===== src/hdl/cache_slot_allocator_oldest_clean_defines.svh =====
// Assertion macros for the cache slot allocator.
// Used by the top level only; depends on nothing else.
`ifndef CACHE_SLOT_ALLOCATOR_OLDEST_CLEAN_DEFINES_SVH
`define CACHE_SLOT_ALLOCATOR_OLDEST_CLEAN_DEFINES_SVH

// The condition must hold in the same cycle as the trigger.
`define CSA_ASSERT_SAME(label, clk, rst_n, trig, cond) \
    label: assert property (@(posedge clk) disable iff (!rst_n) (trig) |-> (cond)) \
        else $error("cache slot allocator check failed");

// The condition must hold in the cycle after the trigger.
`define CSA_ASSERT_NEXT(label, clk, rst_n, trig, cond) \
    label: assert property (@(posedge clk) disable iff (!rst_n) (trig) |=> (cond)) \
        else $error("cache slot allocator check failed");

`endif


===== src/hdl/csa_ram.sv =====
// Generic single-write, single-read RAM with registered read data.
// Standalone; depends on nothing.
module csa_ram #(
    parameter int WIDTH = 16,
    parameter int DEPTH = 128
) (
    input  logic                     i_clk,
    input  logic                     i_we,
    input  logic [$clog2(DEPTH)-1:0] i_waddr,
    input  logic [WIDTH-1:0]         i_wdata,
    input  logic [$clog2(DEPTH)-1:0] i_raddr,
    output logic [WIDTH-1:0]         o_rdata
);

    logic [WIDTH-1:0] r_mem [DEPTH];
    logic [WIDTH-1:0] r_rdata;

    always_ff @(posedge i_clk) begin
        if (i_we) begin
            r_mem[i_waddr] <= i_wdata;
        end
        r_rdata <= r_mem[i_raddr];
    end

    assign o_rdata = r_rdata;

endmodule


===== config.mk =====
export PLATFORM = sky130hd
export DESIGN_NAME = csa_ram
export DESIGN_NICKNAME = d
export VERILOG_FILES = /design/src/hdl/cache_slot_allocator_oldest_clean_defines.svh /design/src/hdl/csa_ram.sv
export SDC_FILE = /design/constraint.sdc
export NUM_CORES = 2
export LEC_CHECK = 0
export ABC_CLOCK_PERIOD_IN_PS = 3000
export BUFFER_PORTS_ARGS = -buffer_cell sky130_fd_sc_hd__buf_2
export CAP_MARGIN = 20
export CORE_MARGIN = 8
export CORE_UTILIZATION = 35
export CTS_BUF_LIST = sky130_fd_sc_hd__clkbuf_8 sky130_fd_sc_hd__clkbuf_16
export DETAILED_ROUTE_END_ITERATION = 8
export GPL_ROUTABILITY_DRIVEN = 1
export PLACE_DENSITY = 0.62
export SLEW_MARGIN = 5
export SYNTH_ARGS = -nofsm -noshare
export SYNTH_HDL_FRONTEND = slang
export SYNTH_SLANG_ARGS = --single-unit

===== constraint.sdc =====
create_clock -name i_clk -period 3 [get_ports i_clk]
set_input_delay 0.3 -clock i_clk [delete_from_list [all_inputs] [get_ports i_clk]]
set_output_delay 0.3 -clock i_clk [all_outputs]
set_load 0.1 [all_outputs]

# Yosys cells after proc, flatten, opt, wreduce, memory -nomap -nowiden

Memories as Yosys holds them, arrays and structs flattened. A register that Yosys moved wholly into a read port is not among the register bits.
Index checks and enable logic that the tools add are counted.

Multiplexer cells: 2

Operator list:

| operator         | count |
|---|---|
| 1-bit 2-to-1 mux | 2 |

Word-level logic and storage cells: 3
Output and inout bits: 16
Memories kept: 1
Input port bits: 32
Memory bits (writable): 2048
Flip-flop bits (word level): 0

Memories:

| memory | words | bits a word | rd ports | clocked after memory_dff | write ports | line          | RTL |
|---|---|---|---|---|---|---|---|
| r_mem  | 128   | 16          | 1        | 1                        | 1           | csa_ram.sv:15 | `logic [WIDTH-1:0] r_mem [DEPTH];` |

# Logic depth before layout (Yosys ltp)

Word-level depth: 2
Mapped depth: 7
Gate-level depth less buffers: 4

# Worst setup path after synthesis

OpenSTA, ideal clock, no wires.

Path kind: input port to flip-flop
Start: input port i_raddr[0]
End: register r_rdata[0], in the netlist o_rdata[0], read port of r_mem
Cell stages on the path: 6
Buffers on the path: 2
Slack: 205 ps
Arrival: 2674 ps
Setup time: 121 ps
Required time: 2879 ps
Cell sequence: buf_2 buf_1 mux4_2 mux4_2 mux4_2 mux2_2

RTL lines:

| what        | line          | RTL |
|---|---|---|
| from (decl) | csa_ram.sv:11 | `input logic [$clog2(DEPTH)-1:0] i_raddr,` |
| to (decl)   | csa_ram.sv:16 | `logic [WIDTH-1:0] r_rdata;` |

==> impl_metrics.py <==
metrics = {
    "sta": {
        "hold_viol": 0,
        "clock_skew_ns": 0.0249,
        "grt_setup_unrepaired": "no",
        "min_period_over_period_pct": 84.6,
        "period_needed_ns": 2.54,
        "slew_headroom_pct": 36.1,
        "tightest_slew_ns": 0.958,
        "drv_slew": 0,
        "timing.hold.ws_ns": 0.0593,
        "setup_viol": 0,
        "clock.fmax_mhz": 394,
    },
    "pwr": {
        "max-vdd-ir-drop_uv": 597,
        "p_per_area_mw_per_mm2": 646,
        "leakage_nw": 28.5,
    },
    "logic_synthesis": {
        "synth_top_area_share_pct": 78.3,
        "syn_avg_cell_area_um2": 25.4,
        "yosys_warnings": 0,
        "synth_cells": 3086,
        "postSynthNetCount": 3118,
        "synth_cell_types": 17,
        "netlist_area_mm2": 0.0785,
        "synth_top_area_cell": "edfxtp_1",
        "synth-seq-cells": 2064,
        "yosys-top-cells-area": "edfxtp_1 78%, mux4_2 19%, nor2_1 0.58%",
        "ys_seq_area_share_pct": 78.7,
    },
    "clock_network": {
        "insertion_delay_ns": 0.82,
        "clk_path_buf_depth": 3,
        "root_buffer": "clkbuf_16",
        "clk_pin_slew_ns": 0.06,
        "cts_inserted_buffers": 193,
        "ctsResizeCount": 0,
        "tritoncts": "built",
        "htree_levels": 4,
        "cts_sinks": 2064,
    },
    "floorplanning": {
        "io_pins": 48,
        "placementRows": 174,
        "die_w_um": 490,
        "dieHeight_um": 490,
        "initial_core_util_pct": 35.1,
        "core_mm2": 0.224,
        "die_area_mm2": 0.240,
    },
    "worst_setup_path": {
        "r2r_slack_ns": 0.46,
        "endpoint_kind": "flop",
        "r2r-start": "r_mem[92][10]",
        "cpPeakStageDelay_ns": 0.62,
        "slowest_stage": "mux4_2",
        "cp-startpoint": "r_mem[92][10]",
        "cpMostUsedCell": "mux4_2",
        "start_kind": "flop",
        "required_ns": 3.70,
        "path_cells": "mux4_2 > mux4_2 > mux4_2 > mux2_2",
        "reg2regPathDepth": 4,
        "reg2reg_to": "o_rdata[10]",
        "cp_max_fo": 1,
        "crit_type": "reg2reg",
        "worstPathArrival_ns": 3.24,
    },
    "route": {
        "first_pass_iters": 5,
        "drc": 0,
        "wl_per_cell_um": 29.3,
        "wirelength_um": 195000,
        "vias": 35700,
        "vias_per_cell": 5.35,
        "drt_iter0_markers": 4241,
        "final_antenna_net_count": 0,
    },
    "placed_design": {
        "place_area_mm2": 0.0854,
        "place.gp.congestion": 0.802,
        "hpwl_um": 119000,
        "port_buffers": 47,
    },
    "final_layout": {
        "final_cell_mix": "2048 x edfxtp_1, 672 x mux4_2, 287 x buf_4",
        "num-fill-cells": 19100,
        "final_common_cell": "edfxtp_1",
        "final_core_util_pct": 40.9,
        "fin_nets": 3535,
        "area_growth_pct": 16.7,
        "final_cell_area_mm2": 0.0916,
        "drive_gt1_share_pct": 38.3,
    },
    "global_routing": {
        "grt_max_degree": 129,
        "grt_pass1_vias": 36400,
        "grt_overflow_total": 0,
        "antenna_found_initial": 25,
        "grt_pass1_wl_um": 277000,
        "grt_usage_pct": 16.1,
    },
    "job": {
        "cap_violations": 0,
    },
    "hold_path": {
        "min_path_type": "in2reg",
        "hp-start": "i_wdata[14]",
        "whs_endpoint": "r_mem[107][14]",
        "whs_path_depth": 1,
    },
    "status": {
        "outcome": "complete, no violations",
    },
}
## power breakdown
part           internal [mW]  switching (mW)  total [mW]
logic                   1.36            2.14        3.50
clock network           13.3            10.4        23.8
registers               31.8          0.0985        31.9
## synth_stat cells
cell type and instances:
edfxtp_1 2048, mux4_2 672, nor2_1 122, clkbuf_1 82, buf_2 52, buf_1 28
dfxtp_1 16, mux2_2 16, nand2_1 14, nand3_1 12, nor3_1 9, nor2b_1 7
nand4_1 3, nand2b_1 2, buf_4 1, buf_6 1, or3_1 1
## through the flow
stage	instances	power (mW)	setup slack, ns	setup TNS, ns
finish	6666	59.2	0.463	0
global route	6659	60.8	0.437	0
CTS	6658	59.7	0.435	0
detailed placement	6295	36.1	-0.240	-2.09
global placement	6295	36.1	-0.261	-2.30
floorplan	3086	34.3	0.205	0
## flip-flops by register name (all words and copies together) (netlist names)
signal	cells
o_rdata	16
r_mem	2048
## logic make-up after synthesis
family        count (synthesis)  synth area share (%)
flops                      2064                  78.7
simple gates                170                 0.888
buf+inv                     164                 0.881
mux                         688                  19.5
## per-layer routing
| layer | track usage (%) | wire length [um] | up-vias |
|---|---|---|---|
| met5 | 0 | 41 | - |
| met4 | 4.78 | 5900 | 6 |
| met3 | 3.09 | 14100 | 284 |
| met2 | 26.0 | 94300 | 1449 |
| met1 | 22.4 | 81100 | 19600 |
| li1 | - | - | 14300 |
## how the worst max path moves through the flow
stage	end	slack [ns]
floorplan	o_rdata[0]	0.20
global placement	o_rdata[3]	-0.26
detailed placement	o_rdata[3]	-0.24
CTS	o_rdata[3]	0.44
global route	o_rdata[11]	0.44
finish	o_rdata[10]	0.46
## repair_timing
action,in CTS,in global routing
hold buffers,5,0
setup buffers,0,0
endpoints found under the hold margin,168,0
## critical path: cells and delay by family, from the launching register on
kind,cells,cell delay (ns)
muxes,4,2.05
DFF,1,0.37
## final cells by class
class | count | area, um2 | share of cell area (%)
Antenna cell | 8 | 20.0 | 0.0219
Timing Repair Buffer | 386 | 3660 | 3.99
Tap cell | 2992 | 3740 | 4.09
Clock buffer | 204 | 5050 | 5.51
Multi-Input combinational cell | 858 | 16200 | 17.7
Clock inverter | 154 | 1120 | 1.23
Sequential cell | 2064 | 61800 | 67.5
Power figures use the tool's default switching activity.
