`src/hdl/cache_slot_allocator_oldest_clean_defines.svh`:
```
// Assertion macros for the cache slot allocator.
// Used by the top level only; depends on nothing else.
`ifndef CACHE_SLOT_ALLOCATOR_OLDEST_CLEAN_DEFINES_SVH
`define CACHE_SLOT_ALLOCATOR_OLDEST_CLEAN_DEFINES_SVH

// The condition must hold in the same cycle as the trigger.
`define CSA_ASSERT_SAME(label, clk, rst_n, trig, cond) \
    label: assert property (@(posedge clk) disable iff (!rst_n) (trig) |-> (cond)) \
        else $error("cache slot allocator check failed");

// The condition must hold in the cycle after the trigger.
`define CSA_ASSERT_NEXT(label, clk, rst_n, trig, cond) \
    label: assert property (@(posedge clk) disable iff (!rst_n) (trig) |=> (cond)) \
        else $error("cache slot allocator check failed");

`endif

```
`src/hdl/csa_pkg.sv`:
```
// Shared types and constants of the cache slot allocator.
// Used by csa_scan and the top level; depends on nothing.
package csa_pkg;

    localparam int SLOTS_DEF      = 128;
    localparam int OWNER_BITS_DEF = 16;
    localparam int STAMP_BITS_DEF = 32;

    localparam int CMD_W      = 3;
    localparam int OWNER_ID_W = 16;
    localparam int SLOT_IDX_W = 7;
    localparam int STATUS_W   = 2;

    localparam logic [CMD_W-1:0] CMD_GET   = 3'd0;
    localparam logic [CMD_W-1:0] CMD_FREE  = 3'd1;
    localparam logic [CMD_W-1:0] CMD_DIRTY = 3'd2;
    localparam logic [CMD_W-1:0] CMD_CLEAN = 3'd3;
    localparam logic [CMD_W-1:0] CMD_QUERY = 3'd4;

    localparam logic [STATUS_W-1:0] STAT_OK      = 2'd0;
    localparam logic [STATUS_W-1:0] STAT_NO_SLOT = 2'd1;
    localparam logic [STATUS_W-1:0] STAT_ABSENT  = 2'd2;

    typedef enum logic [1:0] {
        ST_IDLE,
        ST_SCAN,
        ST_DRAIN,
        ST_UPDATE
    } t_state;

    // Control of the scan unit: clear starts a new pass, take presents one slot.
    typedef struct packed {
        logic clear;
        logic take;
    } t_scan_ctl;

endpackage

```
`src/hdl/csa_scan.sv`:
```
// Scan unit: one owner compare and one stamp compare, applied to one slot per cycle.
// Depends on csa_pkg for the control struct.
module csa_scan #(
    parameter int SLOTS      = csa_pkg::SLOTS_DEF,
    parameter int OWNER_BITS = csa_pkg::OWNER_BITS_DEF,
    parameter int STAMP_BITS = csa_pkg::STAMP_BITS_DEF
) (
    input  logic                     i_clk,
    input  logic                     i_rst_n,
    input  csa_pkg::t_scan_ctl       i_ctl,
    input  logic [$clog2(SLOTS)-1:0] i_idx,
    input  logic                     i_valid,
    input  logic                     i_dirty,
    input  logic [OWNER_BITS-1:0]    i_owner,
    input  logic [STAMP_BITS-1:0]    i_stamp,
    input  logic [OWNER_BITS-1:0]    i_key,
    output logic                     o_hit_found,
    output logic [$clog2(SLOTS)-1:0] o_hit_idx,
    output logic                     o_free_found,
    output logic [$clog2(SLOTS)-1:0] o_free_idx,
    output logic                     o_cln_found,
    output logic [$clog2(SLOTS)-1:0] o_cln_idx,
    output logic [OWNER_BITS-1:0]    o_cln_owner
);

    localparam int IW = $clog2(SLOTS);

    logic                  r_hit_found;
    logic [IW-1:0]         r_hit_idx;
    logic                  r_free_found;
    logic [IW-1:0]         r_free_idx;
    logic                  r_cln_found;
    logic [IW-1:0]         r_cln_idx;
    logic [OWNER_BITS-1:0] r_cln_owner;
    logic [STAMP_BITS-1:0] r_cln_stamp;

    logic owner_eq;
    logic stamp_lt;

    assign owner_eq = (i_owner == i_key);
    assign stamp_lt = (i_stamp < r_cln_stamp);

    always_ff @(posedge i_clk) begin
        if (!i_rst_n || i_ctl.clear) begin
            r_hit_found  <= 1'b0;
            r_free_found <= 1'b0;
            r_cln_found  <= 1'b0;
        end else if (i_ctl.take) begin
            if (!r_hit_found && i_valid && owner_eq) begin
                r_hit_found <= 1'b1;
                r_hit_idx   <= i_idx;
            end
            if (!r_free_found && !i_valid) begin
                r_free_found <= 1'b1;
                r_free_idx   <= i_idx;
            end
            // Strict compare keeps the lowest index among equal stamps.
            if (i_valid && !i_dirty && (!r_cln_found || stamp_lt)) begin
                r_cln_found <= 1'b1;
                r_cln_idx   <= i_idx;
                r_cln_owner <= i_owner;
                r_cln_stamp <= i_stamp;
            end
        end
    end

    assign o_hit_found  = r_hit_found;
    assign o_hit_idx    = r_hit_idx;
    assign o_free_found = r_free_found;
    assign o_free_idx   = r_free_idx;
    assign o_cln_found  = r_cln_found;
    assign o_cln_idx    = r_cln_idx;
    assign o_cln_owner  = r_cln_owner;

endmodule

```
`config.mk`:
```
export PLATFORM = sky130hd
export DESIGN_NAME = csa_scan
export DESIGN_NICKNAME = d
export VERILOG_FILES = /design/src/hdl/cache_slot_allocator_oldest_clean_defines.svh /design/src/hdl/csa_pkg.sv /design/src/hdl/csa_scan.sv
export SDC_FILE = /design/constraint.sdc
export NUM_CORES = 1
export LEC_CHECK = 0
export ABC_AREA = 1
export BUFFER_PORTS_ARGS = -buffer_cell sky130_fd_sc_hd__buf_4
export CAP_MARGIN = 20
export CELL_PAD_IN_SITES_DETAIL_PLACEMENT = 0
export CELL_PAD_IN_SITES_GLOBAL_PLACEMENT = 1
export CORE_ASPECT_RATIO = 1.75
export CORE_MARGIN = 8
export CORE_UTILIZATION = 30
export CTS_BUF_LIST = sky130_fd_sc_hd__clkbuf_8
export DETAILED_ROUTE_END_ITERATION = 8
export GPL_TIMING_DRIVEN = 0
export PLACE_DENSITY_LB_ADDON = 0.2
export SETUP_SLACK_MARGIN = 0.15
export SYNTH_ARGS = -nofsm -noshare
export SYNTH_HDL_FRONTEND = slang
export SYNTH_SLANG_ARGS = --single-unit
```
`constraint.sdc`:
```
create_clock -name i_clk -period 4.2 [get_ports i_clk]
set_input_delay 0.63 -clock i_clk [delete_from_list [all_inputs] [get_ports i_clk]]
set_output_delay 0.63 -clock i_clk [all_outputs]
set_load 0.005 [all_outputs]
```
After elaboration in Yosys (flattened, before gate mapping)
Index checks and enable logic that the tools add are counted.

storage, ports and cells
  register bits = 72
  input bits = 77

operators by class
  reduce and logical (&&, ||, !) cells = 19
  bitwise operators = 1
  magnitude comparators = 1
  equality and inequality tests = 1

operators with widths
  operator             number
  $lt A32 B32 Y1       1
  $eq A16 B16 Y1       1
  $reduce_and A3 Y1    3
  $logic_not A1 Y1     6
  $reduce_and A2 Y1    3
  $logic_and A1 B1 Y1  5
  $logic_or A1 B1 Y1   2
  $not A1 Y1           1

Longest topological paths before layout
Gate-level depths: netlist (run 1).

  depth in word-level cells = 4
  gate-level depth with buffers = 13
  gate-level depth less buffers = 13

Least setup slack after synthesis (run 1)
OpenSTA, ideal clock, no wires.

  kind = in2reg
  from = input i_stamp[5]
  to = register r_cln_idx[0] (netlist: o_cln_idx[0]), enable pin
  cell stages on the path = 10
  data arrival time = 4.116 ns
  path slack = -0.402 ns
  path buffers = 0
  cell sequence = ha_1 -> a21oi_1 -> nor2_1 -> nor3_1 -> nand2_1 -> nand2_1 -> nand2_1 -> nand2_1 -> nand2_1 -> a21oi_1

on the way
  cells in the longest elaborated chain, start to end = 4

ends and longest elaborated chain
  what                         RTL line        source
  from (decl)                  csa_scan.sv:15  input logic [STAMP_BITS-1:0] i_stamp,
  $lt A32 B32 Y1               csa_scan.sv:41  assign stamp_lt = (i_stamp < r_cln_stamp);
  $logic_or A1 B1 Y1           csa_scan.sv:58  if (i_valid && !i_dirty && (!r_cln_found || stamp_lt)) begin
  $logic_and A1 B1 Y1          csa_scan.sv:58
  $reduce_and A3 Y1 (no line)  n/a
  to (signal assigned)         csa_scan.sv:60  r_cln_idx <= i_idx;
  to (decl)                    csa_scan.sv:33  logic [IW-1:0] r_cln_idx;

Every way passes these cells.
A chain may end at the register's enable or synchronous reset.

Worst setup path after layout (run 1)
Ends and elaborated chain as after synthesis.

==> metrics.txt, run 1 <==
# TYPE chip_impl_metric gauge
chip_impl_info{name="run_status",value="completed"} 1
chip_impl_metric{name="drt_first_pass_iters",unit=""} 4
chip_impl_metric{name="n_fill_cell",unit=""} 1064
chip_impl_metric{name="clock_tree.buffer_depth",unit=""} 2
chip_impl_metric{name="detailedPlacementHpwl",unit="mm"} 6.47
chip_impl_metric{name="worstPathMaxFanout",unit=""} 23
chip_impl_metric{name="vdd_ir_drop_max",unit="V"} 0.000226
chip_impl_metric{name="avgSynthCellArea",unit="sq um"} 12.4
chip_impl_metric{name="power_per_unit_of_standard_cell_area",unit="nW/um^2"} 335
chip_impl_metric{name="synth_area",unit="sq um"} 3240
chip_impl_metric{name="post_drt_via_cell_ratio",unit=""} 4.30
chip_impl_info{name="min_delay_worst_endpoint",value="o_cln_owner[5]"} 1
chip_impl_metric{name="synth_warnings",unit=""} 0
chip_impl_metric{name="initial_core_util",unit="%"} 30.4
chip_impl_metric{name="min_path_cells",unit=""} 1
chip_impl_info{name="worstReg2RegEnd",value="o_cln_idx[0]"} 1
chip_impl_metric{name="first_global_vias",unit=""} 2504
chip_impl_info{name="synth_top_family_by_area",value="adder cells"} 1
chip_impl_metric{name="report.final.slew_viol_count",unit=""} 0
chip_impl_metric{name="finalCoreUtilization",unit="%"} 42.7
chip_impl_info{name="highest-signal-layer",value="met4"} 1
chip_impl_metric{name="timing.final.setup_violations",unit=""} 0
chip_impl_metric{name="finalHoldViolCount",unit=""} 0
chip_impl_metric{name="cp_data_required_time",unit="ns"} 4.25
chip_impl_metric{name="drive_above_1_share",unit="%"} 35.4
chip_impl_metric{name="share_clk_of_total_power",unit="%"} 38.8
chip_impl_metric{name="multiInputGateArea",unit="sq um"} 921
chip_impl_metric{name="muxShareOfSynthArea",unit="%"} 0
chip_impl_metric{name="core.rowCount",unit=""} 50
chip_impl_metric{name="pin_count_of_the_biggest_net_entering_global_routing",unit=""} 24
chip_impl_metric{name="layout.nets",unit=""} 499
chip_impl_metric{name="postRouteWirelength",unit="mm"} 7.93
chip_impl_metric{name="report.power.total",unit="mW"} 1.52
chip_impl_metric{name="internal_power",unit="mW"} 1.16
chip_impl_metric{name="grt_first_pass_wirelength",unit="mm"} 12.3
chip_impl_metric{name="port-buffer-count",unit=""} 116
chip_impl_metric{name="met3WireLength",unit="um"} 853
chip_impl_metric{name="relSlewSlack",unit="%"} 54.4
chip_impl_metric{name="total_die_area",unit="sq um"} 14500
chip_impl_metric{name="syn2layout_area_growth",unit="%"} 40.4
chip_impl_metric{name="post_synth_and_or_nand_nor_area_fraction",unit="%"} 9.43
chip_impl_info{name="crit_path_start_kind",value="primary input"} 1
chip_impl_metric{name="critical_path.n_buffers_inverters",unit=""} 2
chip_impl_metric{name="placement.cell_area",unit="sq um"} 4330
chip_impl_metric{name="final_cycle_share",unit="%"} 59.3
chip_impl_metric{name="p_seq_share",unit="%"} 52.3
chip_impl_metric{name="stdcell_count",unit=""} 526
chip_impl_metric{name="synth.yosys.seq_area_share",unit="%"} 65.9
chip_impl_metric{name="maxCapViolCount",unit=""} 0
chip_impl_metric{name="wl_met2",unit="mm"} 4.24
chip_impl_metric{name="yosys.area_share.xor_xnor",unit="%"} 1.35
chip_impl_metric{name="post-place-cells",unit=""} 510
chip_impl_metric{name="overall_routing_resource_usage",unit="%"} 11.3
chip_impl_info{name="hold_path_startpoint",value="i_owner[5]"} 1
chip_impl_metric{name="worstPathArrival",unit="ns"} 2.54
chip_impl_metric{name="clock-sinks",unit=""} 72
chip_impl_info{name="tritoncts",value="yes"} 1
chip_impl_info{name="worstReg2RegStart",value="r_cln_stamp[5]"} 1
chip_impl_metric{name="worst_setup_hold_path_clk_slew",unit="ns"} 0.09
chip_impl_metric{name="worst-r2r-setup-slack",unit="ns"} 1.75
chip_impl_metric{name="synthAdderAreaFrac",unit="%"} 12.0
chip_impl_metric{name="synth-seq-cells",unit=""} 72
chip_impl_metric{name="total_number_of_vias",unit=""} 2260
chip_impl_metric{name="global_route.overflow_total",unit=""} 0
chip_impl_metric{name="wl_per_cell",unit="um"} 15.1
chip_impl_metric{name="period_needed",unit="ns"} 2.49
chip_impl_metric{name="max_freq",unit="MHz"} 402
chip_impl_metric{name="drtIter0Drc",unit=""} 92
chip_impl_metric{name="ioPinCount",unit=""} 117
chip_impl_metric{name="power.share.switching",unit="%"} 24.0
chip_impl_metric{name="die_wd",unit="um"} 94.5
chip_impl_metric{name="inserted_clock_buffers",unit=""} 9
chip_impl_info{name="cp_common_cell",value="nand2_1"} 1
chip_impl_metric{name="regArea",unit="sq um"} 2130
chip_impl_metric{name="synth_compound_area_share",unit="%"} 5.33
chip_impl_metric{name="design.core.area",unit="sq um"} 10600
chip_impl_metric{name="post-cts-setup-buffers",unit=""} 0
chip_impl_metric{name="wire_length_the_detailed_router_placed_on_met1",unit="mm"} 2.72
chip_impl_metric{name="die_h",unit="um"} 153
chip_impl_metric{name="postSynthCellCount",unit=""} 261
chip_impl_metric{name="insertedDiodeCount",unit=""} 0
chip_impl_metric{name="worstRegToRegCells",unit=""} 12
chip_impl_info{name="rsz0062_at_grt",value="no"} 1
chip_impl_info{name="crit_path_cell_trace",value="buf_4, ha_1, a21oi_1, nor2_1, nor3_1, nand2_1, nand2_1, nand2_1, nand2_1, nand2_1, a21oi_4, buf_12"} 1
chip_impl_metric{name="net-switching-power",unit="mW"} 0.365
chip_impl_metric{name="resized_gates_after_cts",unit=""} 0
chip_impl_info{name="critical-path-top-delay-family",value="compound AO/OA/AOI/OAI gates"} 1
chip_impl_metric{name="routabilityCongestion",unit=""} 0.690
chip_impl_metric{name="detail-route-antenna-nets",unit=""} 0
chip_impl_info{name="min-delay-path-class",value="in -> reg"} 1
chip_impl_metric{name="clock_latency",unit="ns"} 0.35
chip_impl_info{name="endpoint_kind",value="flop"} 1
chip_impl_metric{name="p_comb_share",unit="%"} 8.9
chip_impl_metric{name="post_route_skew",unit="ns"} 0.0125
chip_impl_metric{name="layout.cell_area.non_filler",unit="sq um"} 4540
chip_impl_metric{name="tightestPinTransition",unit="ns"} 0.681
chip_impl_metric{name="ys_types",unit=""} 22
chip_impl_metric{name="cts_hold_buf",unit=""} 0
chip_impl_metric{name="p_leak",unit="nW"} 2.07
chip_impl_metric{name="synthesis.nets",unit=""} 369
chip_impl_metric{name="h-tree-depth",unit=""} 3
chip_impl_metric{name="detail_route.drc_violations",unit=""} 0
chip_impl_info{name="clockRootBuffer",value="clkbuf_8"} 1
chip_impl_info{name="setup.worst_path.class",value="in -> reg"} 1
chip_impl_metric{name="antenna_found_initial",unit=""} 0
chip_impl_info{name="cpMaxStageDelayCell",value="a21oi_4"} 1
chip_impl_metric{name="critical_path.max_stage_delay",unit="ns"} 0.54
flip-flops by register name, summed over array words and instances (netlist names):
signal	flops
o_cln_found	1
o_cln_idx	7
o_cln_owner	16
o_free_found	1
o_free_idx	7
o_hit_found	1
o_hit_idx	7
r_cln_stamp	32
power groups by stage:
stage	clock [mW]	sequential, mW	combinational [mW]
floorplan	0	0.814	0.0481
global placement	0	0.813	0.134
detailed placement	0	0.813	0.138
CTS	0.612	0.796	0.139
global route	0.635	0.797	0.154
finish	0.591	0.796	0.135
synthesized netlist by cell type:
| cell type | n | area (sq um) |
|---|---|---|
| nor2_1 | 13 | 48.8 |
| nor2_4 | 1 | 11.3 |
| nor4_1 | 2 | 12.5 |
| or3b_1 | 1 | 8.76 |
| nand2_2 | 1 | 6.26 |
| inv_1 | 52 | 195 |
| a211oi_1 | 2 | 15.0 |
| a21oi_1 | 16 | 80.1 |
| dfxtp_1 | 3 | 60.1 |
| nor3_1 | 3 | 15.0 |
| nand2_1 | 42 | 158 |
| o21ai_0 | 8 | 40.0 |
| xor2_1 | 5 | 43.8 |
| o21ai_2 | 1 | 8.76 |
| o21a_1 | 1 | 7.51 |
| a221oi_1 | 1 | 8.76 |
| edfxtp_1 | 69 | 2070 |
| ha_1 | 31 | 388 |
| nand4_1 | 2 | 12.5 |
| nand3_1 | 4 | 20.0 |
| o22ai_1 | 2 | 12.5 |
| nor4_2 | 1 | 12.5 |
layout by cell type, fill, tap and decap left out, types with 3 or more instances in the layout:
cell	count
ha_1	31
clkbuf_8	9
edfxtp_1	69
buf_4	116
inv_1	52
dfxtp_1	3
nand3_1	4
a21oi_1	15
nor3_1	3
nand2_1	42
xor2_1	5
nor2_1	13
o21ai_0	8
worst reg2reg max path, cell delays in order, from the launching register on:
cell	delay [ns]
edfxtp_1	0.37
inv_1	0.07
ha_1	0.23
a21oi_1	0.14
nor2_1	0.05
nor3_1	0.12
nand2_1	0.07
nand2_1	0.05
nand2_1	0.08
nand2_1	0.07
nand2_1	0.09
a21oi_4	0.54
buf_12	0.27
layer usage:
| layer | GRT usage, % | vias up |
|---|---|---|
| met2 | 20.1 | 82 |
| met3 | 6.47 | 8 |
| met5 | 0 | - |
| li1 | - | 1153 |
| met4 | 4.94 | 0 |
| met1 | 9.83 | 1017 |
worst max path at each step:
stage	startpoint	end	cells after the start
final	i_stamp[5]	o_cln_idx[0]	12
after global routing	r_cln_stamp[15]	o_cln_idx[3]	12
after CTS	i_stamp[5]	o_cln_idx[0]	12
after detailed placement	i_stamp[5]	r_cln_stamp[8]	12
after global placement	i_stamp[5]	r_cln_stamp[10]	11
after floorplan	i_stamp[5]	o_cln_idx[0]	10
final cells by class:
type	instances	area share, %
sequential	72	46.9
inverter	52	4.30
tap	130	3.58
timing repair buffer	119	20.3
clock inverter	7	1.90
clock buffer	9	2.73
multi-input combinational	137	20.3
through the flow:
step	setup TNS, ns	worst slack [ns]	hold slack, ns
floorplan	0	0.707	0.471
global placement	-32.30	-0.590	0.472
detailed placement	0	1.26	0.486
CTS	0	1.66	0.430
global route	0	1.49	0.422
finish	0	1.71	0.458
logic make-up (layout without fill, tap and decap cells):
logic type,Yosys count,in the layout
AO/OA/AOI/OAI,31,31
flip-flops,72,72
buffers and inverters,52,187
adder cells (fa/ha/maj),31,31
AND/OR/NAND/NOR,70,70
XOR/XNOR,5,5
Note: power is estimated with default switching activity, not from simulation.
==> inputs of run 2 (changes only) <==
==> constraint.sdc (replaced) <==
create_clock -name i_clk -period 2.3 [get_ports i_clk]
set_input_delay 0.345 -clock i_clk [delete_from_list [all_inputs] [get_ports i_clk]]
set_output_delay 0.345 -clock i_clk [all_outputs]
set_load 0.005 [all_outputs]
==> run 2 against run 1 <==
Effect of this change: clock skew decreased by 0.0022 ns; utilization grew 2.4 points; global-route usage is 0.34 points higher; final cell count rose by 1.5%; critical endpoint is now o_cln_owner[8].
==> metrics.txt, run 2 (same netlist as run 1, synthesis figures left out) <==
# TYPE chip_impl_metric gauge
chip_impl_info{name="run_status",value="completed"} 1
chip_impl_metric{name="max_freq",unit="MHz"} 483
chip_impl_metric{name="final_cycle_share",unit="%"} 90.1
chip_impl_info{name="largest-register",value="r_cln_stamp"} 1
chip_impl_metric{name="wire_length_the_detailed_router_placed_on_met1",unit="mm"} 2.92
chip_impl_metric{name="die_wd",unit="um"} 94.5
chip_impl_metric{name="met3WireLength",unit="um"} 521
chip_impl_metric{name="power_per_unit_of_standard_cell_area",unit="nW/um^2"} 560
chip_impl_metric{name="h-tree-depth",unit=""} 3
chip_impl_metric{name="p_leak",unit="nW"} 2.13
chip_impl_metric{name="setup-tns-final",unit="ns"} 0
chip_impl_metric{name="drive_above_1_share",unit="%"} 41.8
chip_impl_info{name="worstReg2RegStart",value="r_cln_stamp[13]"} 1
chip_impl_metric{name="detail-route-antenna-nets",unit=""} 0
chip_impl_metric{name="port-buffer-count",unit=""} 116
chip_impl_metric{name="share_clk_of_total_power",unit="%"} 35.8
chip_impl_info{name="cpMaxStageDelayCell",value="edfxtp_1"} 1
chip_impl_metric{name="placement.cell_area",unit="sq um"} 4400
chip_impl_metric{name="regArea",unit="sq um"} 2130
chip_impl_metric{name="antenna_found_initial",unit=""} 0
chip_impl_metric{name="n_fill_cell",unit=""} 1036
chip_impl_metric{name="clock-sinks",unit=""} 72
chip_impl_info{name="highest-signal-layer",value="met4"} 1
chip_impl_metric{name="pin_count_of_the_biggest_net_entering_global_routing",unit=""} 16
chip_impl_info{name="clockRootBuffer",value="clkbuf_8"} 1
chip_impl_metric{name="initial_core_util",unit="%"} 30.4
chip_impl_metric{name="tightestPinTransition",unit="ns"} 0.713
chip_impl_info{name="mostFrequentLayoutCell",value="buf_4"} 1
chip_impl_info{name="tritoncts",value="yes"} 1
chip_impl_metric{name="clock_tree.buffer_depth",unit=""} 2
chip_impl_info{name="min-delay-path-class",value="in -> reg"} 1
chip_impl_metric{name="wl_per_cell",unit="um"} 15.4
chip_impl_metric{name="syn2layout_area_growth",unit="%"} 48.4
chip_impl_metric{name="drtIter0Drc",unit=""} 67
chip_impl_metric{name="hold_slack",unit="ns"} 0.175
chip_impl_metric{name="global_route.overflow_total",unit=""} 0
chip_impl_info{name="hold_path_startpoint",value="i_stamp[27]"} 1
chip_impl_metric{name="grt_first_pass_wirelength",unit="mm"} 12.6
chip_impl_metric{name="critical_path.n_buffers_inverters",unit=""} 3
chip_impl_metric{name="timing.final.setup_violations",unit=""} 0
chip_impl_metric{name="p_seq_share",unit="%"} 54.1
chip_impl_metric{name="finalWorstSetupSlack",unit="ns"} 0.228
chip_impl_metric{name="design.core.area",unit="sq um"} 10600
chip_impl_metric{name="inserted_clock_buffers",unit=""} 9
chip_impl_metric{name="layout.nets",unit=""} 507
chip_impl_metric{name="worstPathMaxFanout",unit=""} 6
chip_impl_metric{name="total_number_of_vias",unit=""} 2279
chip_impl_info{name="launch_point_of_the_critical_path",value="r_cln_stamp[13]"} 1
chip_impl_metric{name="critical_path.max_stage_delay",unit="ns"} 0.38
chip_impl_metric{name="post_drt_via_cell_ratio",unit=""} 4.27
chip_impl_metric{name="cp_data_required_time",unit="ns"} 2.37
chip_impl_metric{name="largest_register_ffs",unit=""} 32
chip_impl_metric{name="total_die_area",unit="sq um"} 14500
chip_impl_metric{name="worstPathArrival",unit="ns"} 2.14
chip_impl_info{name="rsz0062_at_grt",value="yes"} 1
chip_impl_metric{name="ioPinCount",unit=""} 117
chip_impl_metric{name="overall_routing_resource_usage",unit="%"} 11.7
chip_impl_metric{name="finalHoldViolCount",unit=""} 0
chip_impl_metric{name="wl_met2",unit="mm"} 4.63
chip_impl_metric{name="postRouteWirelength",unit="mm"} 8.23
chip_impl_metric{name="routabilityCongestion",unit=""} 0.712
chip_impl_metric{name="cts_hold_buf",unit=""} 0
chip_impl_metric{name="layout.cell_area.non_filler",unit="sq um"} 4800
chip_impl_metric{name="core.rowCount",unit=""} 50
chip_impl_metric{name="detailedPlacementHpwl",unit="mm"} 6.32
chip_impl_metric{name="pre_cts_slack",unit="ns"} -0.307
chip_impl_info{name="critical-path-top-delay-family",value="compound AO/OA/AOI/OAI gates"} 1
chip_impl_metric{name="worst_setup_hold_path_clk_slew",unit="ns"} 0.09
chip_impl_metric{name="drt_first_pass_iters",unit=""} 4
chip_impl_metric{name="detail_route.drc_violations",unit=""} 0
chip_impl_metric{name="p_comb_share",unit="%"} 10.2
chip_impl_info{name="endpoint_kind",value="flop"} 1
chip_impl_metric{name="die_h",unit="um"} 153
chip_impl_metric{name="internal_power",unit="mW"} 2.02
chip_impl_info{name="setup.worst_path.class",value="reg -> reg"} 1
chip_impl_metric{name="maxCapViolCount",unit=""} 0
chip_impl_metric{name="first_global_vias",unit=""} 2470
chip_impl_metric{name="net-switching-power",unit="mW"} 0.671
chip_impl_metric{name="report.final.slew_viol_count",unit=""} 0
chip_impl_metric{name="insertedDiodeCount",unit=""} 0
chip_impl_metric{name="power.share.switching",unit="%"} 25.0
chip_impl_metric{name="post_route_skew",unit="ns"} 0.0103
chip_impl_info{name="crit_path_start_kind",value="flop"} 1
chip_impl_info{name="layout.cells.most_common_list",value="buf_4 (117), edfxtp_1 (69), inv_1 (49)"} 1
chip_impl_metric{name="clock_latency",unit="ns"} 0.35
chip_impl_metric{name="relSlewSlack",unit="%"} 52.3
chip_impl_metric{name="vdd_ir_drop_max",unit="V"} 0.000431
chip_impl_info{name="crit_path_cell_trace",value="inv_1, ha_1, a21oi_1, o21ai_1, a21oi_2, nand2_2, nand2_2, nand2_4, a21oi_4, buf_12, clkbuf_16"} 1
chip_impl_metric{name="period_needed",unit="ns"} 2.07
chip_impl_info{name="cp_common_cell",value="nand2_2"} 1
chip_impl_metric{name="multiInputGateArea",unit="sq um"} 1020
[run 2: cell types whose count changed in the layout (fill, tap and decap cells not counted), moves of 4 or more]
cell	previous run	this run
a21oi_1	15	9
a21oi_2	0	6
ha_1	31	27
ha_4	0	4
nand2_1	42	37
nand2_2	1	5
[run 2: power groups by stage]
stage	logic [mW]	registers (mW)	clock network [mW]
floorplan	0.0956	1.49	0
global placement	0.252	1.48	0
detailed placement	0.261	1.48	0
CTS	0.269	1.45	1.00
global route	0.308	1.46	1.04
finish	0.273	1.45	0.962
[run 2: what timing repair did]
| item | CTS | global route |
|---|---|---|
| pin swaps | 2 | 7 |
| cloned | 2 | 3 |
| resized for setup | 7 | 14 |
| setup endpoints to repair | 49 | 55 |
| setup buffers | 3 | 0 |
[run 2: through the flow]
stage               cells  utilization, %  total power, mW
CTS                   531            44.0             2.73
detailed placement    510            41.3             1.74
global placement      507            40.9             1.74
floorplan             261               -             1.58
finish                534            45.2             2.69
global route          534            45.2             2.81
[run 2: cell type report]
type                    instances  share of cell area (%)
inverters                      52                    4.06
flip-flops and latches         72                    44.4
repair buffers                127                    22.9
clock buffers                   9                    2.58
clock inverters                 7                    1.33
well taps                     130                    3.39
multi-input cells             137                    21.3
[run 2: worst paths after layout]
path                     end  slack [ns]  cells after the start
min reg2reg      o_hit_found        0.49                      2
max reg2reg   o_cln_owner[8]        0.23                     11
max           o_cln_owner[8]        0.23                     11
min          r_cln_stamp[27]        0.18                      1
[run 2: worst reg2reg max path: cells and delay by family (launching register included)]
family,cells,cell delay (ns)
AO/OA/AOI/OAI,4,0.56
buffers and inverters,3,0.40
flip-flops,1,0.38
adder cells (fa/ha/maj),1,0.24
AND/OR/NAND/NOR,3,0.22
[run 2: per-layer routing]
| layer | vias to the layer above | global-route usage, % |
|---|---|---|
| met3 | 9 | 3.87 |
| li1 | 1176 | - |
| met5 | - | 0 |
| met2 | 63 | 21.5 |
| met4 | 0 | 6.06 |
| met1 | 1031 | 10.7 |
